File: src/rtl/bmp24_nearest_preview_sampler_unit_assert.svh
// Assertion macros for the BMP preview sampler.
// Expects clk and rst_n in the scope of the module that uses them.
`ifndef BMP24_NEAREST_PREVIEW_SAMPLER_UNIT_ASSERT_SVH
`define BMP24_NEAREST_PREVIEW_SAMPLER_UNIT_ASSERT_SVH

// Same-cycle implication, checked out of reset.
`define BNPS_ASSERT_NOW(label, ante, cons, msg) \
    label: assert property (@(posedge clk) disable iff (!rst_n) (ante) |-> (cons)) \
        else $error(msg);

// Next-cycle implication, checked out of reset.
`define BNPS_ASSERT_NEXT(label, ante, cons, msg) \
    label: assert property (@(posedge clk) disable iff (!rst_n) (ante) |=> (cons)) \
        else $error(msg);

`endif

File: src/rtl/bnps_pkg.sv
// Shared constants and types of the BMP preview sampler.
// No dependencies; used by the request interface and all modules.
`default_nettype none

package bnps_pkg;

    // Preview size; both must be powers of two
    localparam int PREVIEW_WIDTH  = 128;
    localparam int PREVIEW_HEIGHT = 128;
    localparam int PV_W_SHIFT     = $clog2(PREVIEW_WIDTH);
    localparam int PV_H_SHIFT     = $clog2(PREVIEW_HEIGHT);

    // File store
    localparam int STORE_BYTES = 262144;
    localparam int ADDR_W      = $clog2(STORE_BYTES);
    localparam int SIZE_W      = 19;

    // Datapath widths: dimensions are kept only when they fit below 2^DIM_W
    localparam int DIM_W  = ADDR_W + 1;
    localparam int PROD_W = 2 * DIM_W;

    // Header layout
    localparam int HDR_BYTES  = 54;
    localparam int HDR_CACHE  = 30;
    localparam int HDR_IDX_W  = $clog2(HDR_CACHE);
    localparam int BPP_24     = 24;
    localparam logic [7:0] CHAR_B = 8'h42;
    localparam logic [7:0] CHAR_M = 8'h4D;

    // Request types
    localparam logic REQ_LOAD  = 1'b0;
    localparam logic REQ_FETCH = 1'b1;

    // Status codes
    localparam logic [1:0] ST_OK     = 2'd0;
    localparam logic [1:0] ST_BAD    = 2'd1;
    localparam logic [1:0] ST_FORMAT = 2'd2;
    localparam logic [1:0] ST_TRUNC  = 2'd3;

    // Decoded header, size-independent part
    typedef struct packed {
        logic              sig_ok;
        logic              fmt_bad;
        logic              top_first;
        logic              dim_ovf;
        logic [31:0]       offset;
        logic [DIM_W-1:0]  width;
        logic [DIM_W-1:0]  height;
        logic [DIM_W-1:0]  stride;
    } hdr_info_t;

endpackage

`default_nettype wire

File: src/rtl/bnps_mul.sv
// Shared multiplier of the sampler: one registered product per enabled cycle.
// Depends on bnps_pkg.
`default_nettype none

module bnps_mul (
    input  wire logic                       clk,
    input  wire logic                       en,
    input  wire logic [bnps_pkg::DIM_W-1:0] a,
    input  wire logic [bnps_pkg::DIM_W-1:0] b,
    output logic [bnps_pkg::PROD_W-1:0]     prod
);
    import bnps_pkg::*;

    logic [PROD_W-1:0] prod_reg;

    // Multiply and hold the product until the next use
    always_ff @(posedge clk)
    begin
        if (en)
        begin
            prod_reg <= PROD_W'(a) * PROD_W'(b);
        end
    end

    assign prod = prod_reg;

endmodule

`default_nettype wire

File: config.mk
export PLATFORM = sky130hd
export DESIGN_NAME = bnps_mul
export DESIGN_NICKNAME = d
export VERILOG_FILES = /design/src/rtl/bmp24_nearest_preview_sampler_unit_assert.svh /design/src/rtl/bnps_pkg.sv /design/src/rtl/bnps_mul.sv
export SDC_FILE = /design/constraint.sdc
export NUM_CORES = 1
export LEC_CHECK = 0
export ABC_CLOCK_PERIOD_IN_PS = 8700
export BUFFER_PORTS_ARGS = -buffer_cell sky130_fd_sc_hd__buf_2
export CAP_MARGIN = 20
export CORE_ASPECT_RATIO = 0.9
export CORE_MARGIN = 8
export CORE_UTILIZATION = 49
export DETAILED_ROUTE_END_ITERATION = 16
export GPL_TIMING_DRIVEN = 0
export PLACE_DENSITY = 0.66
export SYNTH_ARGS = -nofsm -noshare
export SYNTH_HDL_FRONTEND = slang
export SYNTH_SLANG_ARGS = --single-unit
File: constraint.sdc
create_clock -name clk -period 8.7 [get_ports clk]
set_clock_uncertainty 0.2 [all_clocks]
set_input_delay 0.435 -clock clk [delete_from_list [all_inputs] [get_ports clk]]
set_output_delay 0.435 -clock clk [all_outputs]
set_load 0.01 [all_outputs]
==> metrics list <==
* Run status: complete, no violations
* Finished Core Util: 53.0%
- Detailed placement ended at an HPWL of 28700 um.
- Across the run, the number of max-cap violations was 0.
- Average routed wire per standard cell: 18.1 um
- Dominant synthesized flop cell: edfxtp_1
* Number of CTS-inserted buffers: 5
- Compared with the post-synthesis result, the final layout area differs by 7.38%.
- For this block, the initial DRC count from the detailed router was 723.
- Flip-flop count of the largest register after layout: 38
- Fraction of the mapped netlist area in compound gates: 5.52%
* FF+latch count, synth: 38
* Vias in the first global route: 10291
- Placer Congestion: 0.915
- Worst slew margin relative to its limit: 43.4%
- Fraction of registers with async set/reset: 0%
* CP Launch Point: a[11]
* Row cnt: 57
- Synth Area per Inst: 9.28 um2
- During I/O placement, the number of pins put on the boundary was 78.
* CP Capture Type: register
- Final Net Count: 1947
* Core box area: 26700 um2
* Seq/Total Area, Yosys: 8.65%
- The signal on the critical path passes through clkbuf_1 -> clkbuf_1 -> nand2_1 -> fa_1 -> fa_1 -> fa_1 -> inv_1 -> fa_1 -> fa_1 -> inv_1 -> fa_1 -> inv_1 -> ha_1 -> a21o_1 -> a31oi_1 -> nor2_1 -> a311oi_1 -> o211ai_1 -> o21a_1 -> xor2_1.
* Count of final setup violators: 0
- For this run, design rule violations remaining after detail routing come to 0.
- Across the whole layout, storage elements account for 1140 um2.
- Basic-gate share of the synthesized area counting and, or, nand and nor cells: 16.6%
- All-Layer GR Usage: 21.2%
- Clock H-tree levels: 2
- At the worst endpoint, the required time is 8530 ps.
- Timing would allow up to 0.143 GHz.
* Total Neg Setup Slack: 0 ps
- The synthesized netlist devotes 2.26% of its cell area to XOR and XNOR gates.
* Slowest stage cell, crit path: fa_1
- With fillers left out, the area of the finished cells amounts to 14200 um2.
- Dividing the final minimum period by the clock period gives 80.5%.
- Number of warning messages in the yosys log: 0
- Post-synthesis cell count: 1422
- After clock tree synthesis, the clock-pin slew on the worst setup and hold paths is 60 ps.
* Starting density of the core: 49.3%
* Count of flip-flops with a built-in enable after synthesis: 38
* Clock root buffer: clkbuf_16
- The worst hold path was traced through 2 stages.
- Overflow left after global routing: 0
* Maximum number of pins on one net before global-route repair: 39
- Crit path DAT: 6830 ps
- In this run the tool buffered the top-level ports with 67 buffer cells.
- Final Slew Violations: 0
- The post-route netlist has 5.54% of its cells at a drive strength greater than 1.
- Worst hold endpoint: prod[0]
* Die Span X: 189 um
- The multi-input combinational cells in the finished layout cover a total of 10500 um2.
- Critical path class: input pin to register
* Antenna Violating Nets Remaining: 0
* Unrepaired setup endpoints after global routing: no
- CP Launch Type: input pin
- Multiplexer area fraction after synthesis: 0.152%
* Overall die area: 32400 um2
- After filler insertion, the fill cell instance count of the layout stands at 2526.
* Main combinational cell family by area after synthesis: adder cells
* Biggest cell delay along the critical path: 570 ps
* Crit-path max FO: 10
- The placed instances occupy a cell area of 14000 um2.
- Number of hold buffers added after CTS: 0
- In this run the vertical extent of the chip is 172 um.
- Worst min path class: input pin to register
- Most frequent cell on the critical path: fa_1
* Number of search-and-repair iterations in the first detailed-routing pass: 5
- Wire length of the first global-routing pass: 53700 um
* Initial antenna violation count: 1
- TritonCTS built the clock tree.
- CTS resizes: 0
- Detailed-route wire length: 33500 um
- Final critical path time including I/O delays and setup: 7000 ps
* Worst-case hold slack: 583 ps
* Number of post-CTS setup repair buffers: 0
- The clock passes through at most 2 buffers.
- Using the TritonRoute via totals, the vias-per-cell ratio works out to 5.29.
* Slew @ Worst Pin: 848 ps
- The worst hold path begins at b[0].
- Synth Area in Adders: 55.3%
- Count of endpoints failing hold in the final timing report: 0
* Via count: 9802
- Summed instance area of the synthesized netlist: 13200 um2
* # clock sinks: 38
- Synthesis produced a netlist with a net count of 1873.
- After synthesis, the netlist uses 45 different library cells.
-- worst max-delay path by stage --
stage / slack, ps / endpoint
floorplan: 2480 / prod[29]
global placement: 1520 / prod[31]
detailed placement: 1480 / prod[31]
CTS: 1760 / prod[31]
global route: 1420 / prod[31]
finish: 1700 / prod[31]
-- per-stage QoR --
step	std cells	worst slack, ps
after detailed placement	1843	1480
after global placement	1843	1520
after CTS	1851	1760
after floorplan	1422	2480
after global routing	1851	1420
final	1852	1700
-- kinds of logic (layout without fill, tap and decap cells) --
| group | after synthesis | count (layout) |
|---|---|---|
| and+or+nand+nor | 428 | 428 |
| adders and majority gates | 411 | 411 |
| buffers and inverters | 403 | 478 |
| AOI/OAI and AO/OA | 106 | 106 |
| DFF | 38 | 38 |
| xor gates and xnor gates | 34 | 34 |
| muxes | 2 | 2 |
| other | 0 | 1 |
-- final cells by class --
type	count	share of cell area (%)
flip-flops and latches	38	8.05
inverters	345	9.14
repair buffers	67	2.37
plain buffers	58	1.54
clock buffers	5	0.883
well taps	354	3.13
clock inverters	3	0.486
diodes	1	0.0177
multi-input cells	981	74.4
-- cells in the mapped netlist (4+ instances only) --
cell	instances	area (um2)
inv_1	345	1290
fa_1	288	5770
and2_1	203	1270
nand2_1	176	661
ha_1	123	1540
clkbuf_1	54	203
edfxtp_1	38	1140
a21oi_1	33	165
a21o_1	20	150
xnor2_1	18	158
o21ai_0	16	80.1
xor2_1	16	140
nor2_1	13	48.8
nand3_1	8	40.0
o211ai_1	7	52.6
and3_1	6	37.5
nand4_1	5	31.3
nor2b_1	5	31.3
nor3_1	5	25.0
o21a_1	5	37.5
nand2b_1	4	25.0
-- layout by cell type, fill, tap and decap left out, types with 20 or more instances in the layout --
master    synthesis  layout
a21o_1           20      20
buf_2             1      68
nand2_1         176     176
edfxtp_1         38      38
inv_1           345     345
fa_1            288     288
a21oi_1          33      33
clkbuf_1         54      54
ha_1            123     123
and2_1          203     203
-- critical path, delay by kind of cell --
| kind | cells | cell delay (ps) |
|---|---|---|
| AND/OR/NAND/NOR | 2 | 270 |
| XOR/XNOR | 1 | 150 |
| adder cells (fa/ha/maj) | 7 | 3430 |
| AO/OA/AOI/OAI | 5 | 1360 |
| buffers and inverters | 5 | 1180 |
-- metal layers --
metal | track usage, % | share of wire, % | wire length [um]
met2 | 36.0 | 49 | 16400
met4 | 7.13 | 3.5 | 1190
met3 | 3.47 | 7.0 | 2340
met1 | 27.4 | 41 | 13600
met5 | 0 | 0.039 | 13
Power is not shown: default switching activity piles up to over one toggle a cycle in this logic, so the estimate is an artifact.
