==> config.mk <==
export PLATFORM = sky130hd
export DESIGN_NAME = bnps_hdr
export DESIGN_NICKNAME = d
export VERILOG_FILES = /design/src/rtl/bmp24_nearest_preview_sampler_unit_assert.svh /design/src/rtl/bnps_pkg.sv /design/src/rtl/bnps_hdr.sv
export SDC_FILE = /design/constraint.sdc
export NUM_CORES = 1
export LEC_CHECK = 0
export BUFFER_PORTS_ARGS = -buffer_cell sky130_fd_sc_hd__buf_2
export CAP_MARGIN = 20
export CELL_PAD_IN_SITES_DETAIL_PLACEMENT = 0
export CELL_PAD_IN_SITES_GLOBAL_PLACEMENT = 1
export CORE_ASPECT_RATIO = 1.75
export CORE_MARGIN = 5
export CORE_UTILIZATION = 42
export CTS_CLUSTER_SIZE = 8
export DETAILED_ROUTE_END_ITERATION = 10
export PLACE_DENSITY = 0.87
export SYNTH_ARGS = -nofsm -noshare
export SYNTH_HDL_FRONTEND = slang
export SYNTH_SLANG_ARGS = --single-unit
==> constraint.sdc <==
create_clock -name clk -period 2.6 [get_ports clk]
set_input_delay 0.52 -clock clk [delete_from_list [all_inputs] [get_ports clk]]
set_output_delay 0.52 -clock clk [all_outputs]
set_load 0.01 [all_outputs]
==> src/rtl/bmp24_nearest_preview_sampler_unit_assert.svh <==
// Assertion macros for the BMP preview sampler.
// Expects clk and rst_n in the scope of the module that uses them.
`ifndef BMP24_NEAREST_PREVIEW_SAMPLER_UNIT_ASSERT_SVH
`define BMP24_NEAREST_PREVIEW_SAMPLER_UNIT_ASSERT_SVH

// Same-cycle implication, checked out of reset.
`define BNPS_ASSERT_NOW(label, ante, cons, msg) \
    label: assert property (@(posedge clk) disable iff (!rst_n) (ante) |-> (cons)) \
        else $error(msg);

// Next-cycle implication, checked out of reset.
`define BNPS_ASSERT_NEXT(label, ante, cons, msg) \
    label: assert property (@(posedge clk) disable iff (!rst_n) (ante) |=> (cons)) \
        else $error(msg);

`endif

==> src/rtl/bnps_pkg.sv <==
// Shared constants and types of the BMP preview sampler.
// No dependencies; used by the request interface and all modules.
`default_nettype none

package bnps_pkg;

    // Preview size; both must be powers of two
    localparam int PREVIEW_WIDTH  = 128;
    localparam int PREVIEW_HEIGHT = 128;
    localparam int PV_W_SHIFT     = $clog2(PREVIEW_WIDTH);
    localparam int PV_H_SHIFT     = $clog2(PREVIEW_HEIGHT);

    // File store
    localparam int STORE_BYTES = 262144;
    localparam int ADDR_W      = $clog2(STORE_BYTES);
    localparam int SIZE_W      = 19;

    // Datapath widths: dimensions are kept only when they fit below 2^DIM_W
    localparam int DIM_W  = ADDR_W + 1;
    localparam int PROD_W = 2 * DIM_W;

    // Header layout
    localparam int HDR_BYTES  = 54;
    localparam int HDR_CACHE  = 30;
    localparam int HDR_IDX_W  = $clog2(HDR_CACHE);
    localparam int BPP_24     = 24;
    localparam logic [7:0] CHAR_B = 8'h42;
    localparam logic [7:0] CHAR_M = 8'h4D;

    // Request types
    localparam logic REQ_LOAD  = 1'b0;
    localparam logic REQ_FETCH = 1'b1;

    // Status codes
    localparam logic [1:0] ST_OK     = 2'd0;
    localparam logic [1:0] ST_BAD    = 2'd1;
    localparam logic [1:0] ST_FORMAT = 2'd2;
    localparam logic [1:0] ST_TRUNC  = 2'd3;

    // Decoded header, size-independent part
    typedef struct packed {
        logic              sig_ok;
        logic              fmt_bad;
        logic              top_first;
        logic              dim_ovf;
        logic [31:0]       offset;
        logic [DIM_W-1:0]  width;
        logic [DIM_W-1:0]  height;
        logic [DIM_W-1:0]  stride;
    } hdr_info_t;

endpackage

`default_nettype wire

==> src/rtl/bnps_hdr.sv <==
// Header shadow: snoops loads into the first header bytes and decodes them.
// Depends on bnps_pkg; feeds the sequencer in the top level.
`default_nettype none

module bnps_hdr (
    input  wire logic                      clk,
    input  wire logic                      we,
    input  wire logic [bnps_pkg::ADDR_W-1:0] addr,
    input  wire logic [7:0]                wdata,
    output bnps_pkg::hdr_info_t            info
);
    import bnps_pkg::*;

    logic [7:0]  hdr_b [0:HDR_CACHE-1];
    hdr_info_t   info_reg;

    logic [31:0] offset;
    logic [31:0] wraw;
    logic [31:0] hraw;
    logic [15:0] bpp;
    logic        top_first;
    logic [31:0] height32;
    logic [33:0] stride34;
    logic        height_ovf;
    logic        stride_ovf;

    // Capture header bytes as they are loaded
    always_ff @(posedge clk)
    begin
        if (we && (addr < ADDR_W'(HDR_CACHE)))
        begin
            hdr_b[addr[HDR_IDX_W-1:0]] <= wdata;
        end
    end

    // Assemble little-endian fields and derive row geometry
    always_comb
    begin
        offset     = {hdr_b[13], hdr_b[12], hdr_b[11], hdr_b[10]};
        wraw       = {hdr_b[21], hdr_b[20], hdr_b[19], hdr_b[18]};
        hraw       = {hdr_b[25], hdr_b[24], hdr_b[23], hdr_b[22]};
        bpp        = {hdr_b[29], hdr_b[28]};
        top_first  = hraw[31];
        height32   = top_first ? (~hraw + 32'd1) : hraw;
        stride34   = ({2'b00, wraw} + {1'b0, wraw, 1'b0} + 34'd3) & ~34'd3;
        height_ovf = |height32[31:DIM_W];
        stride_ovf = |stride34[33:DIM_W];
    end

    // Register the decode so the sequencer sees a short path
    always_ff @(posedge clk)
    begin
        info_reg.sig_ok    <= (hdr_b[0] == CHAR_B) && (hdr_b[1] == CHAR_M);
        info_reg.fmt_bad   <= (wraw == 32'd0) || wraw[31] || (height32 == 32'd0)
                              || height32[31] || (bpp != 16'(BPP_24));
        info_reg.top_first <= top_first;
        info_reg.dim_ovf   <= height_ovf || stride_ovf;
        info_reg.offset    <= offset;
        info_reg.width     <= wraw[DIM_W-1:0];
        info_reg.height    <= height32[DIM_W-1:0];
        info_reg.stride    <= stride34[DIM_W-1:0];
    end

    assign info = info_reg;

endmodule

`default_nettype wire

==> metrics.txt <==
status complete, but fails checks; failing checks setup timing; Peak VDD IR 0.538 mV; EDFF count, synth 128; vias in the first global route 7548; initial antenna violation count 0; fin crit share 1.17; top post-synthesis cells by area edfxtp_1 41%, dfxtp_1 19%, ha_1 10%, xnor2_1 3.1%, a21oi_1 2.0%; die height 207 µm; CTS root buf clkbuf_16; Remaining Overflow, GRT 0; Netlist cell types 64; Max H-tree Level 1; filler instances 1741; Die X 123 µm; Slew Limit Fails 0; Setup CP Type flop to flop; pin count of the biggest net entering global routing 31; mean routed wirelength per cell 17.5 µm; number of remaining DRC errors 0; Setup violations, final 2; measured slew at the worst slew-check pin 0.506 ns; Mapped Cells 755; violation count after the first detailed-routing iteration 477; WP data required 3.02 ns; share of the synthesized area in the top cell type 0.411; Clock Pin Slew Worst Setup and Hold Paths 0.06 ns; Starting Density 0.424; Layout area overhead 41.9%; top_reg_cell synth edfxtp_1; register area share after synthesis 0.606; Clock Path Buffers 3; post-layout min period 3.04 ns; CTS sink cnt 219; Via density 5.15; Gate power share 0.011; pre-CTS WS -0.517 ns; CORE AREA 0.0221 mm²; num ports 121; RSZ-0062 raised after global routing yes; total track usage 0.192; ant diodes 0; Hold Worst Slack 0.328 ns; Mapped Area 0.00935 mm²; slew margin rel. 0.663; P_sw 1.44 mW; placement-stage cell area 0.0119 mm²; hpwl dp 17.6 mm; clock skew 0.0163 ns; P_leak 5.52 nW; CTS Buf Count 31; ANT nets after route 0; First-pass DRT Iterations 5; clock insertion delay at the later pin of the skew report 0.55 ns; final worst setup slack -0.438 ns; first-pass GRT wire length 38.1 mm; die area 0.0255 mm²; CP Max Fanout 3; share of layout cells above drive strength 1 0.392; Yosys Warn Count 0; max FFs per register 128; Routed Wire Length 24.6 mm; Async S/R FF share, synth 0; Yosys reg bits 219; startpoint class of the critical path flop; switching fraction of total power 0.195; mean post-synth cell area 12.4 µm²; CTS tree yes; design area 0.0133 mm²; Clk pwr share 0.492; Max Cap Violations 0; critical path endpoint category flop; Int Pwr 5.95 mW; most frequent cells in the layout 194 x buf_4, 128 x edfxtp_1, 118 x buf_2, 91 x dfxtp_1, 57 x ha_1; largest area contributor in the netlist edfxtp_1; via count 7263; Flop pwr share 0.497; power per cell area 557 mW/mm²; Fmax achieved 329 MHz; commonest non-fill, non-tap cell in the layout buf_4; PortBufs 118; placer congestion estimate 0.874; CP Data Arrival Time 3.46 ns; row cnt 72; Post-CTS Hold Buffers 0; Final nets 1199; final hold viol count 0; class of the worst hold path flop to flop
power groups by stage:
stage / Clock [mW] / Combinational [mW] / Sequential [mW]
final: 3.64 / 0.0787 / 3.67
after global routing: 3.89 / 0.0860 / 3.67
after CTS: 3.73 / 0.0807 / 3.67
after detailed placement: 0 / 0.0809 / 3.74
after global placement: 0 / 0.0802 / 3.74
after floorplan: 0 / 0.0130 / 3.74
synth_stat cells, types with 3 or more instances:
| cell type | count |
|---|---|
| edfxtp_1 | 128 |
| dfxtp_1 | 91 |
| ha_1 | 77 |
| nor2_1 | 47 |
| nand2_1 | 41 |
| inv_1 | 39 |
| a21oi_1 | 37 |
| xnor2_1 | 33 |
| nor3_1 | 21 |
| o21ai_0 | 21 |
| nand4_1 | 20 |
| nor4_1 | 18 |
| clkbuf_1 | 11 |
| a21o_1 | 10 |
| nand3_1 | 10 |
| xor2_1 | 10 |
| nand2b_1 | 9 |
| and3_1 | 8 |
| o21ai_1 | 8 |
| or4_1 | 8 |
| a31oi_1 | 7 |
| o21a_1 | 7 |
| o31ai_1 | 7 |
| a211oi_1 | 6 |
| mux2i_1 | 5 |
| nor3b_1 | 5 |
| o211ai_1 | 5 |
| o41ai_1 | 5 |
| or2_2 | 5 |
| o21bai_1 | 4 |
| or3_1 | 4 |
| nor4b_1 | 3 |
metrics by stage:
step	instances	utilization	power, mW	setup TNS (ns)
after global placement	1340	0.538	3.82	-0.821
after floorplan	756	-	3.75	-0.0616
after global routing	1411	0.601	7.65	-0.808
final	1411	0.601	7.39	-0.610
after detailed placement	1340	0.538	3.82	-0.970
after CTS	1406	0.591	7.48	-0.611
kinds of logic after synthesis:
logic type,share of synthesized area
AO/OA/AOI/OAI,0.0958
AND/OR/NAND/NOR,0.127
multiplexers,0.00655
buffers and inverters,0.0217
adder cells (fa/ha/maj),0.103
XOR/XNOR,0.0403
flip-flops,0.606
other,0.000401
per-layer routing:
layer / track usage / vias up / share of wire
met5: 0 / - / 0
met4: 0.0947 / 0 / 0.047
met3: 0.0273 / 69 / 0.042
met2: 0.367 / 196 / 0.56
met1: 0.196 / 3495 / 0.35
li1: - / 3503 / -
critical path, stage by stage, from the launching register on:
cell      delay (ns)
edfxtp_1        0.48
inv_2           0.12
ha_4            0.22
ha_4            0.27
buf_6           0.10
nand4_1         0.22
a211oi_4        0.34
o21ai_2         0.09
nand3_2         0.13
buf_6           0.12
nand3_2         0.07
a22oi_2         0.26
nand4_1         0.12
nor4_1          0.24
nand4_1         0.11
repair_timing:
item	CTS	global route
buffers inserted	12	6
pin swaps	16	24
resized for setup	31	34
setup endpoints to repair	2	7
endpoints found under the hold margin	0	0
final timing paths:
path,slack (ns),from,to,depth (start not counted)
hold reg to reg,0.33,hdr_b[11][5],info[70],0
hold / removal,0.33,hdr_b[11][5],info[70],0
setup / recovery,-0.44,hdr_b[19][0],info[89],14
setup reg to reg,-0.44,hdr_b[19][0],info[89],14
final cells by class:
cell class	instances	area [µm²]	share of cell area
inverter	39	146	0.0110
multi-input combinational	485	4060	0.306
timing repair buffer	318	2130	0.161
clock inverter	1	20.0	0.00151
sequential	219	5670	0.427
tap	296	370	0.0279
clock buffer	53	878	0.0662
Note: power is estimated with default switching activity, not from simulation.
